--- config.mk ---
export PLATFORM = sky130hd
export DESIGN_NAME = mono_pitch_to_midi_tracker_core
export DESIGN_NICKNAME = d
export VERILOG_FILES = /design/src/design/mptk_pkg.sv /design/src/design/mptk_log2.sv /design/src/design/mptk_div.sv /design/src/design/mptk_ctrl.sv /design/src/design/mptk_dp.sv /design/src/design/mono_pitch_to_midi_tracker_core.sv
export SDC_FILE = /design/constraint.sdc
export NUM_CORES = 2
export LEC_CHECK = 0
export BUFFER_PORTS_ARGS = -buffer_cell sky130_fd_sc_hd__buf_2
export CAP_MARGIN = 20
export CORE_ASPECT_RATIO = 1.4
export CORE_UTILIZATION = 61
export CTS_BUF_LIST = sky130_fd_sc_hd__clkbuf_4
export DETAILED_ROUTE_END_ITERATION = 8
export GPL_TIMING_DRIVEN = 0
export MAX_ROUTING_LAYER = met4
export PLACE_DENSITY = 0.81
export SLEW_MARGIN = 20
export SYNTH_ARGS = -nofsm -noshare
export SYNTH_HDL_FRONTEND = slang
export SYNTH_SLANG_ARGS = --single-unit
--- constraint.sdc ---
create_clock -name clk -period 10.1 [get_ports clk]
set_input_delay 1.01 -clock clk [delete_from_list [all_inputs] [get_ports clk]]
set_output_delay 1.01 -clock clk [all_outputs]
set_load 0.01 [all_outputs]
--- src/design/mptk_pkg.sv ---
// ----------------------------------------------------------------------------
// mptk_pkg
// Shared types, codes and constants of the monophonic pitch-to-MIDI tracker.
// ----------------------------------------------------------------------------
package mptk_pkg;

    // request kinds
    localparam logic REQ_SAMPLE = 1'b0;
    localparam logic REQ_FLUSH  = 1'b1;

    typedef enum logic [1:0] {
        EV_NOTE_ON  = 2'd0,
        EV_NOTE_OFF = 2'd1,
        EV_BEND     = 2'd2
    } ev_kind_t;

    typedef enum logic [2:0] {
        CFG_SENSITIVITY = 3'd0,
        CFG_BEND_ENABLE = 3'd1,
        CFG_BEND_RANGE  = 3'd2,
        CFG_HYSTERESIS  = 3'd3,
        CFG_STABLE_REQ  = 3'd4,
        CFG_RELEASE     = 3'd5
    } cfg_idx_t;

    typedef struct packed {
        logic        req_type;
        logic        gate_open;
        logic        estimate_valid;
        logic [22:0] freq_q8;
        logic [15:0] envelope_q15;
    } sample_t;

    typedef struct packed {
        ev_kind_t    event_kind;
        logic [6:0]  note_number;
        logic [6:0]  velocity;
        logic [13:0] bend_value;
        logic        detector_reset;
        logic        last_event;
    } midi_t;

    typedef enum logic [4:0] {
        ST_IDLE,
        ST_FL_OFF,
        ST_FL_BEND,
        ST_REL_OFF,
        ST_LF_GO,
        ST_LF_WAIT,
        ST_DECIDE,
        ST_LE_GO,
        ST_LE_WAIT,
        ST_ND_GO,
        ST_ND_WAIT,
        ST_SQ_GO,
        ST_SQ_WAIT,
        ST_VMUL,
        ST_BD_GO,
        ST_BD_WAIT,
        ST_B_CHK,
        ST_T_OFF,
        ST_T_BEND,
        ST_T_ON,
        ST_S_BEND
    } ctrl_state_t;

    typedef enum logic [1:0] {
        LG_IDLE,
        LG_NORM,
        LG_SQR
    } lg_state_t;

    typedef struct packed {
        logic     load;
        logic     log_start;
        logic     log_env;
        logic     db_cap;
        logic     div_start;
        logic     div_bend;
        logic     sqrt_start;
        logic     pos_cap;
        logic     vmul;
        logic     cand_upd;
        logic     cand_clr;
        logic     emit;
        ev_kind_t emit_kind;
        logic     emit_last;
        logic     emit_dr;
        logic     emit_ctr;
    } ctrl_cmd_t;

    typedef struct packed {
        logic flush;
        logic gate;
        logic est_ok;
        logic rel_hit;
        logic active;
        logic log_done;
        logic div_done;
        logic sqrt_done;
        logic note_ok;
        logic is_new;
        logic trigger;
        logic bend_en;
        logic bend_big;
        logic lb_off_ctr;
        logic env_zero;
        logic out_free;
    } dp_stat_t;

    localparam logic [13:0] BEND_CENTRE = 14'd8192;
    localparam logic [13:0] BEND_MAX    = 14'd16383;
    localparam logic [13:0] BEND_MIN    = 14'd1;
    localparam int          BEND_STEP   = 20;

    localparam logic signed [25:0] NOTE69_Q16   = 26'sd4521984;
    localparam logic signed [21:0] LOG2_440_Q16 = 22'sd1099783;
    localparam logic signed [21:0] LOG2_ENV_REF = 22'sd983040;
    localparam logic signed [41:0] DB_PER_OCT   = 42'sd394566;
    localparam logic signed [26:0] DB_FLOOR     = 27'sd3276800;
    localparam logic [19:0]        DB_SPAN      = 20'd44;
    localparam logic [16:0]        NORM_MAX     = 17'd65536;
    localparam logic [6:0]         VEL_MAX      = 7'd127;

    localparam logic [9:0]  RST_SENSITIVITY = 10'd256;
    localparam logic        RST_BEND_ENABLE = 1'b1;
    localparam logic [3:0]  RST_BEND_RANGE  = 4'd2;
    localparam logic [11:0] RST_HYSTERESIS  = 12'd128;
    localparam logic [7:0]  RST_STABLE_REQ  = 8'd2;
    localparam logic [15:0] RST_RELEASE     = 16'd2400;

endpackage

--- src/design/mptk_log2.sv ---
// ----------------------------------------------------------------------------
// mptk_log2
// Iterative log2 in Q16: leading-one search one bit a cycle, then sixteen
// squarings of the Q30 mantissa, one fraction bit a cycle.
// ----------------------------------------------------------------------------
module mptk_log2
    import mptk_pkg::*;
(
    input  logic        clk,
    input  logic        rst_n,
    input  logic        start,
    input  logic [22:0] x,
    output logic        done,
    output logic [20:0] result
);

    lg_state_t   state_reg, state_next;
    logic [30:0] y_reg;
    logic [4:0]  exp_reg;
    logic [15:0] frac_reg;
    logic [3:0]  cnt_reg;
    logic        done_reg;

    logic        do_load;
    logic        do_shift;
    logic        do_square;
    logic [61:0] sq;
    logic [31:0] sq_hi;

    assign sq    = 62'(y_reg) * 62'(y_reg);
    assign sq_hi = sq[61:30];

    always_comb
    begin
        state_next = state_reg;
        case (state_reg)
            LG_IDLE:
            begin
                if (start)
                begin
                    state_next = LG_NORM;
                end
            end
            LG_NORM:
            begin
                if (y_reg[30] || exp_reg == 5'd0)
                begin
                    state_next = LG_SQR;
                end
            end
            LG_SQR:
            begin
                if (cnt_reg == 4'd15)
                begin
                    state_next = LG_IDLE;
                end
            end
            default:
            begin
                state_next = LG_IDLE;
            end
        endcase
    end

    always_comb
    begin
        do_load   = 1'b0;
        do_shift  = 1'b0;
        do_square = 1'b0;
        case (state_reg)
            LG_IDLE: do_load   = start;
            LG_NORM: do_shift  = !y_reg[30] && exp_reg != 5'd0;
            LG_SQR:  do_square = 1'b1;
            default: do_load   = 1'b0;
        endcase
    end

    always_ff @(posedge clk or negedge rst_n)
    begin
        if (!rst_n)
        begin
            state_reg <= LG_IDLE;
            done_reg  <= 1'b0;
            cnt_reg   <= 4'd0;
        end
        else
        begin
            state_reg <= state_next;
            done_reg  <= do_square && cnt_reg == 4'd15;
            if (do_load)
            begin
                cnt_reg <= 4'd0;
            end
            else if (do_square)
            begin
                cnt_reg <= cnt_reg + 4'd1;
            end
        end
    end

    always_ff @(posedge clk)
    begin
        if (do_load)
        begin
            y_reg    <= 31'(x);
            exp_reg  <= 5'd30;
            frac_reg <= 16'd0;
        end
        else if (do_shift)
        begin
            y_reg   <= {y_reg[29:0], 1'b0};
            exp_reg <= exp_reg - 5'd1;
        end
        else if (do_square)
        begin
            frac_reg <= {frac_reg[14:0], sq_hi[31]};
            y_reg    <= sq_hi[31] ? sq_hi[31:1] : sq_hi[30:0];
        end
    end

    assign done   = done_reg;
    assign result = {exp_reg, frac_reg};

endmodule

--- src/design/mptk_div.sv ---
// ----------------------------------------------------------------------------
// mptk_div
// Restoring divider, one quotient bit a cycle, 17 quotient bits.
// Quotient is valid while num < den * 2^17 and holds until the next start.
// ----------------------------------------------------------------------------
module mptk_div
    import mptk_pkg::*;
(
    input  logic        clk,
    input  logic        rst_n,
    input  logic        start,
    input  logic [33:0] num,
    input  logic [19:0] den,
    output logic        done,
    output logic [16:0] quo
);

    logic [33:0] rem_reg;
    logic [35:0] dsh_reg;
    logic [16:0] quo_reg;
    logic [4:0]  cnt_reg;
    logic        busy_reg;
    logic        done_reg;
    logic        ge;

    assign ge = {2'b00, rem_reg} >= dsh_reg;

    always_ff @(posedge clk or negedge rst_n)
    begin
        if (!rst_n)
        begin
            busy_reg <= 1'b0;
            done_reg <= 1'b0;
            cnt_reg  <= 5'd0;
        end
        else
        begin
            done_reg <= 1'b0;
            if (start)
            begin
                busy_reg <= 1'b1;
                cnt_reg  <= 5'd16;
            end
            else if (busy_reg)
            begin
                if (cnt_reg == 5'd0)
                begin
                    busy_reg <= 1'b0;
                    done_reg <= 1'b1;
                end
                else
                begin
                    cnt_reg <= cnt_reg - 5'd1;
                end
            end
        end
    end

    always_ff @(posedge clk)
    begin
        if (start)
        begin
            rem_reg <= num;
            dsh_reg <= {den, 16'd0};
            quo_reg <= 17'd0;
        end
        else if (busy_reg)
        begin
            if (ge)
            begin
                rem_reg <= rem_reg - dsh_reg[33:0];
            end
            quo_reg <= {quo_reg[15:0], ge};
            dsh_reg <= {1'b0, dsh_reg[35:1]};
        end
    end

    assign done = done_reg;
    assign quo  = quo_reg;

endmodule

--- src/design/mptk_ctrl.sv ---
// ----------------------------------------------------------------------------
// mptk_ctrl
// Sequencer of the tracker: steps one request through log2, divide and
// square-root phases and emits up to three MIDI events.
// ----------------------------------------------------------------------------
module mptk_ctrl
    import mptk_pkg::*;
(
    input  logic      clk,
    input  logic      rst_n,
    input  logic      sample_valid,
    output logic      sample_stall,
    input  dp_stat_t  stat,
    output ctrl_cmd_t cmd
);

    ctrl_state_t state_reg, state_next;

    always_ff @(posedge clk or negedge rst_n)
    begin
        if (!rst_n)
        begin
            state_reg <= ST_IDLE;
        end
        else
        begin
            state_reg <= state_next;
        end
    end

    always_comb
    begin
        state_next = state_reg;
        case (state_reg)
            ST_IDLE:
            begin
                if (sample_valid)
                begin
                    if (stat.flush)
                    begin
                        state_next = stat.active ? ST_FL_OFF : ST_FL_BEND;
                    end
                    else if (stat.gate)
                    begin
                        state_next = stat.est_ok ? ST_LF_GO : ST_IDLE;
                    end
                    else if (stat.rel_hit)
                    begin
                        state_next = ST_REL_OFF;
                    end
                end
            end
            ST_FL_OFF:  if (stat.out_free) state_next = ST_FL_BEND;
            ST_FL_BEND: if (stat.out_free) state_next = ST_IDLE;
            ST_REL_OFF: if (stat.out_free) state_next = ST_IDLE;
            ST_LF_GO:   state_next = ST_LF_WAIT;
            ST_LF_WAIT: if (stat.log_done) state_next = ST_DECIDE;
            ST_DECIDE:
            begin
                if (!stat.note_ok)
                begin
                    state_next = ST_IDLE;
                end
                else if (stat.is_new)
                begin
                    state_next = stat.trigger ? ST_LE_GO : ST_IDLE;
                end
                else if (stat.bend_en)
                begin
                    state_next = ST_BD_GO;
                end
                else
                begin
                    state_next = stat.lb_off_ctr ? ST_S_BEND : ST_IDLE;
                end
            end
            ST_LE_GO:   state_next = stat.env_zero ? ST_SQ_GO : ST_LE_WAIT;
            ST_LE_WAIT: if (stat.log_done) state_next = ST_ND_GO;
            ST_ND_GO:   state_next = ST_ND_WAIT;
            ST_ND_WAIT: if (stat.div_done) state_next = ST_SQ_GO;
            ST_SQ_GO:   state_next = ST_SQ_WAIT;
            ST_SQ_WAIT: if (stat.sqrt_done) state_next = ST_VMUL;
            ST_VMUL:
            begin
                if (stat.bend_en)
                begin
                    state_next = ST_BD_GO;
                end
                else
                begin
                    state_next = stat.active ? ST_T_OFF : ST_T_ON;
                end
            end
            ST_BD_GO:   state_next = ST_BD_WAIT;
            ST_BD_WAIT: if (stat.div_done) state_next = ST_B_CHK;
            ST_B_CHK:
            begin
                if (stat.is_new)
                begin
                    state_next = stat.active ? ST_T_OFF : ST_T_BEND;
                end
                else
                begin
                    state_next = stat.bend_big ? ST_S_BEND : ST_IDLE;
                end
            end
            ST_T_OFF:
            begin
                if (stat.out_free)
                begin
                    state_next = stat.bend_en ? ST_T_BEND : ST_T_ON;
                end
            end
            ST_T_BEND:  if (stat.out_free) state_next = ST_T_ON;
            ST_T_ON:    if (stat.out_free) state_next = ST_IDLE;
            ST_S_BEND:  if (stat.out_free) state_next = ST_IDLE;
            default:    state_next = ST_IDLE;
        endcase
    end

    always_comb
    begin
        cmd           = '0;
        cmd.emit_kind = EV_BEND;
        sample_stall  = (state_reg != ST_IDLE);
        case (state_reg)
            ST_IDLE:    cmd.load = sample_valid;
            ST_FL_OFF:
            begin
                cmd.emit      = stat.out_free;
                cmd.emit_kind = EV_NOTE_OFF;
            end
            ST_FL_BEND:
            begin
                cmd.emit      = stat.out_free;
                cmd.emit_kind = EV_BEND;
                cmd.emit_ctr  = 1'b1;
                cmd.emit_last = 1'b1;
                cmd.cand_clr  = stat.out_free;
            end
            ST_REL_OFF:
            begin
                cmd.emit      = stat.out_free;
                cmd.emit_kind = EV_NOTE_OFF;
                cmd.emit_dr   = 1'b1;
                cmd.emit_last = 1'b1;
                cmd.cand_clr  = stat.out_free;
            end
            ST_LF_GO:   cmd.log_start = 1'b1;
            ST_LF_WAIT: cmd.pos_cap = stat.log_done;
            ST_DECIDE:
            begin
                cmd.cand_upd = stat.note_ok && stat.is_new;
                cmd.cand_clr = stat.note_ok && !stat.is_new;
            end
            ST_LE_GO:
            begin
                cmd.log_start = !stat.env_zero;
                cmd.log_env   = 1'b1;
            end
            ST_LE_WAIT: cmd.db_cap = stat.log_done;
            ST_ND_GO:   cmd.div_start = 1'b1;
            ST_SQ_GO:   cmd.sqrt_start = 1'b1;
            ST_VMUL:    cmd.vmul = 1'b1;
            ST_BD_GO:
            begin
                cmd.div_start = 1'b1;
                cmd.div_bend  = 1'b1;
            end
            ST_T_OFF:
            begin
                cmd.emit      = stat.out_free;
                cmd.emit_kind = EV_NOTE_OFF;
            end
            ST_T_BEND:
            begin
                cmd.emit      = stat.out_free;
                cmd.emit_kind = EV_BEND;
            end
            ST_T_ON:
            begin
                cmd.emit      = stat.out_free;
                cmd.emit_kind = EV_NOTE_ON;
                cmd.emit_last = 1'b1;
                cmd.cand_clr  = stat.out_free;
            end
            ST_S_BEND:
            begin
                cmd.emit      = stat.out_free;
                cmd.emit_kind = EV_BEND;
                cmd.emit_ctr  = !stat.bend_en;
                cmd.emit_last = 1'b1;
            end
            default:    cmd.load = 1'b0;
        endcase
    end

endmodule

--- src/design/mptk_dp.sv ---
// ----------------------------------------------------------------------------
// mptk_dp
// Datapath: configuration and tracker state, note position and hysteresis,
// velocity chain (log2, dB, divide, square root, gain), bend divide and the
// event output register.
// ----------------------------------------------------------------------------
module mptk_dp
    import mptk_pkg::*;
(
    input  logic        clk,
    input  logic        rst_n,
    input  sample_t     sample,
    input  logic        cfg_wen,
    input  logic [2:0]  cfg_addr,
    input  logic [15:0] cfg_wdata,
    input  ctrl_cmd_t   cmd,
    output dp_stat_t    stat,
    output logic        midi_valid,
    input  logic        midi_stall,
    output midi_t       midi
);

    // configuration
    logic [9:0]  sens_reg;
    logic        bend_en_reg;
    logic [3:0]  brange_reg;
    logic [11:0] hyst_reg;
    logic [7:0]  sreq_reg;
    logic [15:0] rel_reg;

    // tracker state
    logic [6:0]  cur_reg;
    logic        active_reg;
    logic [6:0]  cand_reg;
    logic        cv_reg;
    logic [7:0]  sc_reg;
    logic [13:0] lb_reg;
    logic [15:0] goc_reg;

    // request and work registers
    logic [22:0]        freq_reg;
    logic [15:0]        env_reg;
    logic signed [25:0] pos_reg;
    logic signed [10:0] note_reg;
    logic signed [26:0] t_reg;
    logic [26:0]        p_reg;
    logic [33:0]        sv_reg;
    logic [33:0]        sr_reg;
    logic [33:0]        sb_reg;
    logic               sq_busy_reg;
    logic               sq_done_reg;
    logic               mv_reg;
    midi_t              md_reg;

    // units
    logic [20:0] log_res;
    logic        log_done;
    logic [22:0] log_x;
    logic [33:0] div_num;
    logic [19:0] div_den;
    logic        div_done;
    logic [16:0] div_q;

    assign log_x = cmd.log_env ? 23'(env_reg) : freq_reg;

    mptk_log2 u_log2 (
        .clk    (clk),
        .rst_n  (rst_n),
        .start  (cmd.log_start),
        .x      (log_x),
        .done   (log_done),
        .result (log_res)
    );

    mptk_div u_div (
        .clk   (clk),
        .rst_n (rst_n),
        .start (cmd.div_start),
        .num   (div_num),
        .den   (div_den),
        .done  (div_done),
        .quo   (div_q)
    );

    // release counter
    logic [15:0] goc_inc;
    logic        rel_hit;
    assign goc_inc = (goc_reg == 16'hFFFF) ? goc_reg : goc_reg + 16'd1;
    assign rel_hit = active_reg && !sample.gate_open && goc_inc > rel_reg;

    // note position: 69 + 12*(log2(f) - log2(440)) in Q16
    logic signed [21:0] lf_d;
    logic signed [25:0] pos_c;
    logic [25:0]        pos_abs;
    logic [25:0]        rnd_sum;
    logic [9:0]         rnd;
    logic signed [10:0] note_r;
    logic signed [25:0] dev_h;
    logic [25:0]        abs_h;
    logic [25:0]        lim_h;
    logic               keep;
    logic signed [10:0] note_c;

    assign lf_d    = $signed({1'b0, log_res}) - LOG2_440_Q16;
    assign pos_c   = NOTE69_Q16 + 26'(lf_d) * 26'sd12;
    assign pos_abs = pos_c[25] ? 26'(-pos_c) : 26'(pos_c);
    assign rnd_sum = pos_abs + 26'd32768;
    assign rnd     = rnd_sum[25:16];
    assign note_r  = pos_c[25] ? -$signed({1'b0, rnd}) : $signed({1'b0, rnd});
    assign dev_h   = pos_c - $signed({3'b000, cur_reg, 16'd0});
    assign abs_h   = dev_h[25] ? 26'(-dev_h) : 26'(dev_h);
    assign lim_h   = {6'd0, hyst_reg, 8'd0};
    assign keep    = active_reg && abs_h < lim_h;
    assign note_c  = keep ? $signed({4'd0, cur_reg}) : note_r;

    // candidate tracking
    logic [6:0] note7;
    logic       note_ok;
    logic       is_new;
    logic [7:0] sc_inc;
    logic [7:0] sc_c;
    logic       cand_match;

    assign note7      = note_reg[6:0];
    assign note_ok    = (note_reg[10:7] == 4'd0);
    assign is_new     = !active_reg || note7 != cur_reg;
    assign sc_inc     = (sc_reg == 8'hFF) ? sc_reg : sc_reg + 8'd1;
    assign cand_match = cv_reg && cand_reg == note7;
    assign sc_c       = cand_match ? sc_inc : 8'd1;

    // bend: floor((8192*lim + 8191*dev) / lim), saturated outside the range
    logic [3:0]         rng;
    logic [19:0]        lim_b;
    logic signed [27:0] lim_s;
    logic signed [26:0] note_sh;
    logic signed [27:0] dev_b;
    logic               sat_hi;
    logic               sat_lo;
    logic signed [35:0] num_bs;
    logic [13:0]        nb;
    logic signed [14:0] bdiff;
    logic               bend_big;

    assign rng     = (brange_reg == 4'd0) ? 4'd1 : brange_reg;
    assign lim_b   = {rng, 16'd0};
    assign lim_s   = $signed({8'd0, lim_b});
    assign note_sh = $signed({note_reg, 16'd0});
    assign dev_b   = 28'(pos_reg) - 28'(note_sh);
    assign sat_hi  = dev_b >= lim_s;
    assign sat_lo  = dev_b <= -lim_s;
    assign num_bs  = $signed({3'b000, rng, 29'd0}) + 36'(dev_b) * 36'sd8191;
    assign nb      = sat_hi ? BEND_MAX : (sat_lo ? BEND_MIN : div_q[13:0]);
    assign bdiff   = $signed({1'b0, nb}) - $signed({1'b0, lb_reg});
    assign bend_big = bdiff > 15'sd20 || bdiff < -15'sd20;

    // velocity: dB of the envelope, truncated toward zero
    logic signed [21:0] ld_e;
    logic signed [41:0] prod;
    logic signed [41:0] prod_adj;
    logic signed [25:0] db;
    logic signed [26:0] t_c;
    logic               t_pos;
    logic [33:0]        num_v;
    logic [16:0]        norm;
    logic               env_zero;

    assign ld_e     = $signed({1'b0, log_res}) - LOG2_ENV_REF;
    assign prod     = 42'(ld_e) * DB_PER_OCT;
    assign prod_adj = prod + (prod[41] ? 42'sd65535 : 42'sd0);
    assign db       = 26'(prod_adj >>> 16);
    assign t_c      = 27'(db) + DB_FLOOR;
    assign t_pos    = !t_reg[26] && t_reg != 27'sd0;
    assign num_v    = t_pos ? 34'(t_reg[25:0]) : 34'd0;
    assign env_zero = (env_reg == 16'd0);
    assign norm     = (env_zero || !t_pos) ? 17'd0 :
                      ((div_q > NORM_MAX) ? NORM_MAX : div_q);

    assign div_num = cmd.div_bend ? num_bs[33:0] : num_v;
    assign div_den = cmd.div_bend ? lim_b : DB_SPAN;

    // square root, digit by digit
    logic [33:0] sq_sum;
    logic        sq_ge;
    assign sq_sum = sr_reg + sb_reg;
    assign sq_ge  = sv_reg >= sq_sum;

    // velocity gain and clamp
    logic [33:0] pm;
    logic [9:0]  vr;
    logic [6:0]  vel;
    assign pm  = {p_reg, 7'd0} - 34'(p_reg);
    assign vr  = pm[33:24];
    assign vel = (vr == 10'd0) ? 7'd1 : ((vr > 10'(VEL_MAX)) ? VEL_MAX : vr[6:0]);

    // event payload
    midi_t ev;
    always_comb
    begin
        ev.event_kind     = cmd.emit_kind;
        ev.note_number    = 7'd0;
        ev.velocity       = 7'd0;
        ev.bend_value     = BEND_CENTRE;
        ev.detector_reset = cmd.emit_dr;
        ev.last_event     = cmd.emit_last;
        case (cmd.emit_kind)
            EV_NOTE_OFF: ev.note_number = cur_reg;
            EV_NOTE_ON:
            begin
                ev.note_number = note7;
                ev.velocity    = vel;
            end
            EV_BEND:     ev.bend_value = cmd.emit_ctr ? BEND_CENTRE : nb;
            default:     ev.bend_value = BEND_CENTRE;
        endcase
    end

    logic out_free;
    assign out_free = !mv_reg || !midi_stall;

    always_ff @(posedge clk or negedge rst_n)
    begin
        if (!rst_n)
        begin
            sens_reg    <= RST_SENSITIVITY;
            bend_en_reg <= RST_BEND_ENABLE;
            brange_reg  <= RST_BEND_RANGE;
            hyst_reg    <= RST_HYSTERESIS;
            sreq_reg    <= RST_STABLE_REQ;
            rel_reg     <= RST_RELEASE;
            cur_reg     <= 7'd0;
            active_reg  <= 1'b0;
            cand_reg    <= 7'd0;
            cv_reg      <= 1'b0;
            sc_reg      <= 8'd0;
            lb_reg      <= BEND_CENTRE;
            goc_reg     <= 16'd0;
            sq_busy_reg <= 1'b0;
            sq_done_reg <= 1'b0;
            mv_reg      <= 1'b0;
        end
        else
        begin
            if (cfg_wen)
            begin
                case (cfg_addr)
                    CFG_SENSITIVITY: sens_reg    <= cfg_wdata[9:0];
                    CFG_BEND_ENABLE: bend_en_reg <= cfg_wdata[0];
                    CFG_BEND_RANGE:  brange_reg  <= cfg_wdata[3:0];
                    CFG_HYSTERESIS:  hyst_reg    <= cfg_wdata[11:0];
                    CFG_STABLE_REQ:  sreq_reg    <= cfg_wdata[7:0];
                    CFG_RELEASE:     rel_reg     <= cfg_wdata;
                    default:         rel_reg     <= rel_reg;
                endcase
            end

            // gate counter moves only on sample requests
            if (cmd.load && sample.req_type == REQ_SAMPLE)
            begin
                if (sample.gate_open)
                begin
                    goc_reg <= 16'd0;
                end
                else if (active_reg)
                begin
                    goc_reg <= goc_inc;
                end
            end

            if (cmd.cand_upd)
            begin
                cand_reg <= note7;
                cv_reg   <= 1'b1;
                sc_reg   <= sc_c;
            end
            else if (cmd.cand_clr)
            begin
                cand_reg <= 7'd0;
                cv_reg   <= 1'b0;
                sc_reg   <= 8'd0;
            end

            if (cmd.emit)
            begin
                case (cmd.emit_kind)
                    EV_NOTE_OFF:
                    begin
                        active_reg <= 1'b0;
                        cur_reg    <= 7'd0;
                        lb_reg     <= BEND_CENTRE;
                    end
                    EV_NOTE_ON:
                    begin
                        active_reg <= 1'b1;
                        cur_reg    <= note7;
                    end
                    EV_BEND:     lb_reg <= ev.bend_value;
                    default:     lb_reg <= lb_reg;
                endcase
            end

            // square-root sequencing
            sq_done_reg <= 1'b0;
            if (cmd.sqrt_start)
            begin
                sq_busy_reg <= 1'b1;
            end
            else if (sq_busy_reg && sb_reg[0])
            begin
                sq_busy_reg <= 1'b0;
                sq_done_reg <= 1'b1;
            end

            // hold the event until taken
            if (cmd.emit)
            begin
                mv_reg <= 1'b1;
            end
            else if (mv_reg && !midi_stall)
            begin
                mv_reg <= 1'b0;
            end
        end
    end

    always_ff @(posedge clk)
    begin
        if (cmd.load)
        begin
            freq_reg <= sample.freq_q8;
            env_reg  <= sample.envelope_q15;
        end
        if (cmd.pos_cap)
        begin
            pos_reg  <= pos_c;
            note_reg <= note_c;
        end
        if (cmd.db_cap)
        begin
            t_reg <= t_c;
        end
        if (cmd.sqrt_start)
        begin
            sv_reg <= {1'b0, norm, 16'd0};
            sr_reg <= 34'd0;
            sb_reg <= 34'h1_0000_0000;
        end
        else if (sq_busy_reg)
        begin
            if (sq_ge)
            begin
                sv_reg <= sv_reg - sq_sum;
                sr_reg <= {1'b0, sr_reg[33:1]} + sb_reg;
            end
            else
            begin
                sr_reg <= {1'b0, sr_reg[33:1]};
            end
            sb_reg <= {2'b00, sb_reg[33:2]};
        end
        if (cmd.vmul)
        begin
            p_reg <= 27'(sr_reg[16:0]) * 27'(sens_reg);
        end
        if (cmd.emit)
        begin
            md_reg <= ev;
        end
    end

    always_comb
    begin
        stat.flush      = (sample.req_type == REQ_FLUSH);
        stat.gate       = sample.gate_open;
        stat.est_ok     = sample.estimate_valid && sample.freq_q8 != 23'd0;
        stat.rel_hit    = rel_hit;
        stat.active     = active_reg;
        stat.log_done   = log_done;
        stat.div_done   = div_done;
        stat.sqrt_done  = sq_done_reg;
        stat.note_ok    = note_ok;
        stat.is_new     = is_new;
        stat.trigger    = sc_c >= sreq_reg;
        stat.bend_en    = bend_en_reg;
        stat.bend_big   = bend_big;
        stat.lb_off_ctr = lb_reg != BEND_CENTRE;
        stat.env_zero   = env_zero;
        stat.out_free   = out_free;
    end

    assign midi_valid = mv_reg;
    assign midi       = md_reg;

endmodule

--- src/design/mono_pitch_to_midi_tracker_core.sv ---
// ----------------------------------------------------------------------------
// mono_pitch_to_midi_tracker_core
// Monophonic pitch tracker: turns gated pitch estimates into MIDI note-on,
// note-off and pitch-bend events.
// ----------------------------------------------------------------------------
//  channel  | direction | handshake                 | payload
//  sample   | in        | sample_valid/sample_stall | sample_t (one request)
//  midi     | out       | midi_valid/midi_stall     | midi_t (one event)
//  cfg      | in        | cfg_wen                   | cfg_addr, cfg_wdata
//
// One request at a time. Flush and release emit one event per cycle while the
// output is free. An estimate costs a log2 (bit-serial leading-one search
// plus 16 squarings) and, with bend enabled, a bend divide; a new note adds
// the envelope log2, a divide by 44 and a square root, the first two skipped
// for a zero envelope. Reset is asynchronous and clears control, configuration
// and tracker state, not the work registers. An event held by midi_stall stalls
// the sequencer at its next event; sample is taken only when idle.
// ----------------------------------------------------------------------------
module mono_pitch_to_midi_tracker_core
    import mptk_pkg::*;
(
    input  logic        clk,
    input  logic        rst_n,
    input  logic        sample_valid,
    output logic        sample_stall,
    input  sample_t     sample,
    output logic        midi_valid,
    input  logic        midi_stall,
    output midi_t       midi,
    input  logic        cfg_wen,
    input  logic [2:0]  cfg_addr,
    input  logic [15:0] cfg_wdata
);

    ctrl_cmd_t cmd;
    dp_stat_t  stat;

    mptk_ctrl u_ctrl (
        .clk          (clk),
        .rst_n        (rst_n),
        .sample_valid (sample_valid),
        .sample_stall (sample_stall),
        .stat         (stat),
        .cmd          (cmd)
    );

    mptk_dp u_dp (
        .clk        (clk),
        .rst_n      (rst_n),
        .sample     (sample),
        .cfg_wen    (cfg_wen),
        .cfg_addr   (cfg_addr),
        .cfg_wdata  (cfg_wdata),
        .cmd        (cmd),
        .stat       (stat),
        .midi_valid (midi_valid),
        .midi_stall (midi_stall),
        .midi       (midi)
    );

    a_on_velocity: assert property (@(posedge clk) disable iff (!rst_n)
        midi_valid && midi.event_kind == EV_NOTE_ON |-> midi.velocity != 7'd0)
        else $error("note-on with zero velocity");

    a_release_off: assert property (@(posedge clk) disable iff (!rst_n)
        midi_valid && midi.detector_reset
        |-> midi.event_kind == EV_NOTE_OFF && midi.last_event)
        else $error("detector reset outside a final note-off");

    a_bend_fields: assert property (@(posedge clk) disable iff (!rst_n)
        midi_valid && midi.event_kind == EV_BEND
        |-> midi.note_number == 7'd0 && midi.velocity == 7'd0)
        else $error("pitch bend carries note fields");

    a_flush_busy: assert property (@(posedge clk) disable iff (!rst_n)
        sample_valid && !sample_stall && sample.req_type == REQ_FLUSH |=> sample_stall)
        else $error("flush request did not start event output");

endmodule

# Word-level counts from Yosys, hierarchy flattened
# Index checks and enable logic that the tools add are counted.
# totals
ramBits	0
latch_bits	0
reg_bits	513
n_memories	0
rom_bits	0
in_bits	66
# op_classes
n_addsub	24
n_eq_ne	50
div_mod_pow	0
reduce_logical	78
n_mux	113
n_shift	0
bitwise_logic	4
order_cmp	11
n_mul	5
# ops
operator	n
two-way mux 34 bit	5
two-way mux 5 bit	23
two-way mux 33 bit	3
two-way mux 31 bit	3
case mux 5 bit (18 select lines)	1
two-way mux 26 bit	3
two-way mux 36 bit	2
subtractor 34 bit	2
two-way mux 16 bit	4
multiplier 31 x 31 -> 62 bit	1
two-way mux 14 bit	4
negator 26 bit	2
two-way mux 23 bit	2
adder 42 x 17 -> 42 bit	1
multiplier 22 x 19 -> 41 bit, second input constant	1
== test 5 x 4 -> 1 bit, second input constant	8
>= comparator 34 x 36 -> 1 bit	1
adder 33 x 33 -> 34 bit	1
adder 34 x 33 -> 34 bit	1
adder 34 bit	1
>= comparator 34 bit	1
multiplier 28 x 14 -> 34 bit, second input constant	1
two-way mux 17 bit	2
subtractor 34 x 27 -> 34 bit	1
77 further kinds	211

# Longest topological paths before layout
# depth
ltp_word	12
mapped_depth	51
ltp_nobuf	47

# By module
# Synthesis repeated with hierarchy kept, for this count alone.
# hier_totals
hier_cells	8756
hier_area_um2	81129.1
# modules_own_cells
mod	instances	seq_area_each_um2	cells_per_inst	area_per_inst_um2
mptk_dp	1	9391.5	4787	44834.2
mptk_log2	1	1446.4	3217	29602.1
mptk_div	1	2457.4	629	5733.0
mptk_ctrl	1	125.1	123	959.7

# Worst setup path after synthesis
# Ideal clock, no wire load.
# synth_timing
kind	reg-to-reg
start	register u_dp.u_log2.exp_reg[2]
end	register u_dp.t_reg[25] (data pin)
setup_ns	0.279
synth_period_minus_slack_ns	10.018
slack_ns	0.082
stages_incl_launch_ff	46
path_buffers	5
arrival_time_ns	9.739
t_required_ns	9.821
cell_sequence	dfxtp_1 -> clkbuf_1 -> and3_1 -> nand2_1 -> nand2_1 -> inv_1 -> clkbuf_1 -> ha_1 -> xnor2_1 -> xnor2_1 -> ha_1 -> fa_1 -> fa_1 -> inv_1 -> fa_1 -> inv_1 -> ha_1 -> clkbuf_1 -> (+10 left out) -> a21o_1 -> a21o_1 -> a21o_1 -> a21o_1 -> a21o_1 -> a21o_1 -> a21oi_1 -> a21bo_2 -> a21oi_1 -> and3_1 -> clkbuf_1 -> a21boi_0 -> or2_2 -> ha_1 -> a31oi_1 -> o211ai_1 -> nand3_1 -> xnor2_1
# synth_between
elab_chain_len	5
# synth_rtl
item	line_no	text
start, declared	mptk_log2.sv:19	logic [4:0] exp_reg;
start signal, assigned	mptk_log2.sv:112	exp_reg <= exp_reg - 5'd1;
subtractor 21 x 20 -> 22 bit (*)	mptk_dp.sv:167	assign ld_e = $signed({1'b0, log_res}) - LOG2_ENV_REF;
multiplier 22 x 19 -> 41 bit (*)	mptk_dp.sv:168	assign prod = 42'(ld_e) * DB_PER_OCT;
two-way mux 16 bit	mptk_dp.sv:169	assign prod_adj = prod + (prod[41] ? 42'sd65535 : 42'sd0);
adder 42 x 17 -> 42 bit (*)	mptk_dp.sv:169	
adder 26 x 23 -> 27 bit (*)	mptk_dp.sv:171	assign t_c = 27'(db) + DB_FLOOR;
named net u_dp.t_c[25]	mptk_dp.sv:161	logic signed [26:0] t_c;
end signal, assigned	mptk_dp.sv:339	t_reg <= t_c;
end, declared	mptk_dp.sv:45	logic signed [26:0] t_reg;
# The timed path passes the listed nets; every way through them passes the cells marked *.
# A chain may end at the register's enable or synchronous reset.

# Worst setup path in the final report
# layout_timing
start	register u_dp.u_log2.y_reg[14]
end	register u_dp.u_log2.y_reg[5] (data pin)
# layout_between
elab_chain_len	5
# layout_rtl
item	line_no	text
start, declared	mptk_log2.sv:18	logic [30:0] y_reg;
start signal, assigned	mptk_log2.sv:105	y_reg <= 31'(x);
start signal, assigned	mptk_log2.sv:111	y_reg <= {y_reg[29:0], 1'b0};
start signal, assigned	mptk_log2.sv:117	y_reg <= sq_hi[31] ? sq_hi[31:1] : sq_hi[30:0];
multiplier 31 x 31 -> 62 bit	mptk_log2.sv:30	assign sq = 62'(y_reg) * 62'(y_reg);
two-way mux 31 bit	mptk_log2.sv:117	
two-way mux 31 bit	mptk_log2.sv:114	else if (do_square)
two-way mux 31 bit	mptk_log2.sv:109	else if (do_shift)
two-way mux 23 bit	mptk_log2.sv:103	if (do_load)
# No other way between the ends. The select of a mux whose other input is x is not followed.

==> results.sh <==
export IMPL_layout_filler_cells=10042
export IMPL_antenna_found_initial=11
export IMPL_total_iterations_of_the_first_detailed_routing_run=9
export IMPL_synth_yosys_warnings=0
export IMPL_boundaryPins=100
export IMPL_route_detailed_wl_per_inst_um=21.5
export IMPL_async_flop_share=0.249
export IMPL_failing_checks="design-rule violations"
export IMPL_leading_cell_type_in_the_layout_fill_and_taps_excluded="inv_1"
export IMPL_start_util=0.615
export IMPL_netlist_top_cell_by_area="fa_1"
export IMPL_ys_types=105
export IMPL_fmax_mhz=100
export IMPL_pin_count_of_the_biggest_net_entering_global_routing=65
export IMPL_drive_above_1_share=0.0847
export IMPL_finalWirelength_um=225000
export IMPL_portion_of_synthesized_cell_area_occupied_by_the_leading_cell_type=0.299
export IMPL_placement_io_buffers=99
export IMPL_grt_remaining_overflow=0
export IMPL_post_synth_main_area_contributors="fa_1 30%, ha_1 14%, edfxtp_1 9.7%"
export IMPL_dieArea_mm2=0.130
export IMPL_cpMaxStageDelayCell="fa_1"
export IMPL_number_of_rows_created_at_floorplan=155
export IMPL_r2r_setup_slack_ns=0.11
export IMPL_grt_pass1_wl_um=352000
export IMPL_routability_congestion_estimate=1.10
export IMPL_finish_net_count=10770
export IMPL_largest_register_ff_count=36
export IMPL_timing_max_cap_violations=0
export IMPL_timing_final_setup_violations=0
export IMPL_postSynthRegisterBits=511
export IMPL_path_class="reg2reg"
export IMPL_syn_area_mm2=0.0783
export IMPL_htree_num_levels=4
export IMPL_track_usage=0.364
export IMPL_timing_final_crit_share=0.989
export IMPL_start_kind="flop"
export IMPL_path_common_cell="fa_1"
export IMPL_worst_endpoint_required_ns=10.97
export IMPL_period_needed_ns=9.99
export IMPL_area_growth_pct=7.74
export IMPL_ant_nets=0
export IMPL_worst_endpoint_arrival_ns=10.86
export IMPL_dp_slack_ns=-2.19
export IMPL_run_status="finished, violations left"
export IMPL_layout_cells_most_common_list="1704 x inv_1, 1169 x fa_1, 882 x ha_1, 725 x nand2_1, 398 x nor2_1"
export IMPL_synthesis_area_per_instance_um2=9.40
export IMPL_clock_latency_reported_for_the_late_side_of_the_worst_skew_pair_ns=1.19
export IMPL_tightestPinTransition_ns=1.18
export IMPL_drt_iter0_markers=4044
export IMPL_worst_setup_path_end_kind="flop"
export IMPL_synth_ff_type="edfxtp_1"
export IMPL_timing_hold_violations_final=0
export IMPL_core_region_area_mm2=0.127
export IMPL_synth_nets=10457
export IMPL_slew_viol_final=0
export IMPL_path_max_fanout=10
export IMPL_via_count=61261
export IMPL_fp_dieW_um=305
export IMPL_detailed_place_hpwl_um=185000
export IMPL_number_of_global_route_vias_before_repair=65677
export IMPL_clock_input_transition_at_the_sequential_cells_of_the_worst_setup_and_hold_paths_ns=0.08
export IMPL_max_slew_margin_rel=0.203
export IMPL_post_route_worst_setup_slack_ns=0.114
export IMPL_critPathMaxStageDelay_ns=0.58
export IMPL_synthesized_netlist_cell_count=8336
export IMPL_yosysSeqAreaShare=0.171
export IMPL_clock_path_buffers=3
export IMPL_cts_num_sinks=511
export IMPL_clk_root_buffer_cell="clkbuf_4"
export IMPL_drc=11
export IMPL_synth_edf_count=254
export IMPL_worst_clock_skew_ns=0.130
export IMPL_die_height_um=426
export IMPL_route_detailed_vias_per_inst=5.87
export IMPL_cts_tree="done"
export IMPL_holdCritPathClass="in2reg"
export IMPL_cts_made_buffers=143
[cell usage after synthesis, drive strengths merged (109+ instances only)]
library cell  instances
o21ai               260
dfrtp               117
a21oi               308
a21o                125
nor2                403
dfxtp               130
and2                288
nand3               109
inv                1709
ha                  885
xor2                155
clkbuf              244
xnor2               253
fa                 1170
edfxtp              254
nand2               728
[final cells by class]
cell class | count | area (um^2) | share of cell area
timing repair buffer | 182 | 1300 | 0.0154
multi-input combinational | 5842 | 57900 | 0.687
clock buffer | 210 | 1580 | 0.0187
tap | 1648 | 2060 | 0.0244
sequential | 511 | 13400 | 0.159
inverter | 1716 | 6460 | 0.0765
clock inverter | 55 | 430 | 0.00510
buffer | 253 | 1130 | 0.0134
antenna | 16 | 40.0 | 0.000474
[stage by stage]
| stage | cell area, um^2 | instances | utilization | hold WS [ns] | TNS (ns) |
|---|---|---|---|---|---|
| 2_1_floorplan | 78300 | 8336 | - | 0.432 | 0 |
| 3_3_place_gp | 80900 | 10083 | 0.635 | 0.442 | -108.66 |
| 3_5_place_dp | 81100 | 10091 | 0.636 | 0.450 | -99.63 |
| 4_1_cts | 83800 | 10390 | 0.657 | 0.000805 | 0 |
| 5_1_grt | 84400 | 10430 | 0.662 | 0.0111 | -0.805 |
| 6_report | 84400 | 10433 | 0.662 | 0.0794 | 0 |
[path summary, 6_finish.rpt]
check | endpoint | cells past startpoint | start
max in group asynchronous | u_dp.u_log2.state_reg[0] | 3 | rst_n
worst max register to register | u_dp.u_log2.y_reg[5] | 31 | u_dp.u_log2.y_reg[14]
worst max-delay path | u_dp.u_log2.y_reg[5] | 31 | u_dp.u_log2.y_reg[14]
min in group asynchronous | u_dp.sc_reg[5] | 2 | rst_n
worst min register to register | u_dp.sv_reg[33] | 2 | u_dp.sv_reg[33]
worst min-delay path | u_dp.freq_reg[5] | 1 | sample[21]
[cell families (layout without fill, tap and decap cells)]
| logic type | count (synthesis) | count (layout) | share of synthesized area |
|---|---|---|---|
| AO/OA/AOI/OAI | 1215 | 1215 | 0.102 |
| XOR/XNOR | 408 | 408 | 0.0461 |
| adder cells (fa/ha/maj) | 2055 | 2055 | 0.440 |
| buffers and inverters | 1983 | 2416 | 0.0953 |
| flip-flops | 511 | 511 | 0.171 |
| multiplexers | 162 | 162 | 0.0217 |
| other | 1 | 17 | 0.0000479 |
| AND/OR/NAND/NOR | 2001 | 2001 | 0.123 |
[worst max-delay path: cells and delay by family (launching register included)]
kind	cells	cell delay, ns
AO/OA/AOI/OAI	8	2.20
adder cells (fa/ha/maj)	9	4.48
flip-flops	1	0.55
buffers and inverters	8	1.22
AND/OR/NAND/NOR	6	1.26
[per-layer routing]
layer  GRT usage  up-vias  share of wire
li1            -    27641              -
met1       0.375    30231           0.35
met2       0.625     2432           0.50
met3      0.0630      957          0.065
met4       0.269        0          0.085
met5           -        -              0
[what timing repair did]
action,CTS,global route
endpoints found under the hold margin,78,0
hold buffers,22,0
setup endpoints to repair,70,51
setup buffers,19,33
pin swaps,6,20
resized for setup,125,115
Power is left out: the tool's default activity adds up to more than one toggle a clock period on the data nets, which glitch-free logic cannot reach.
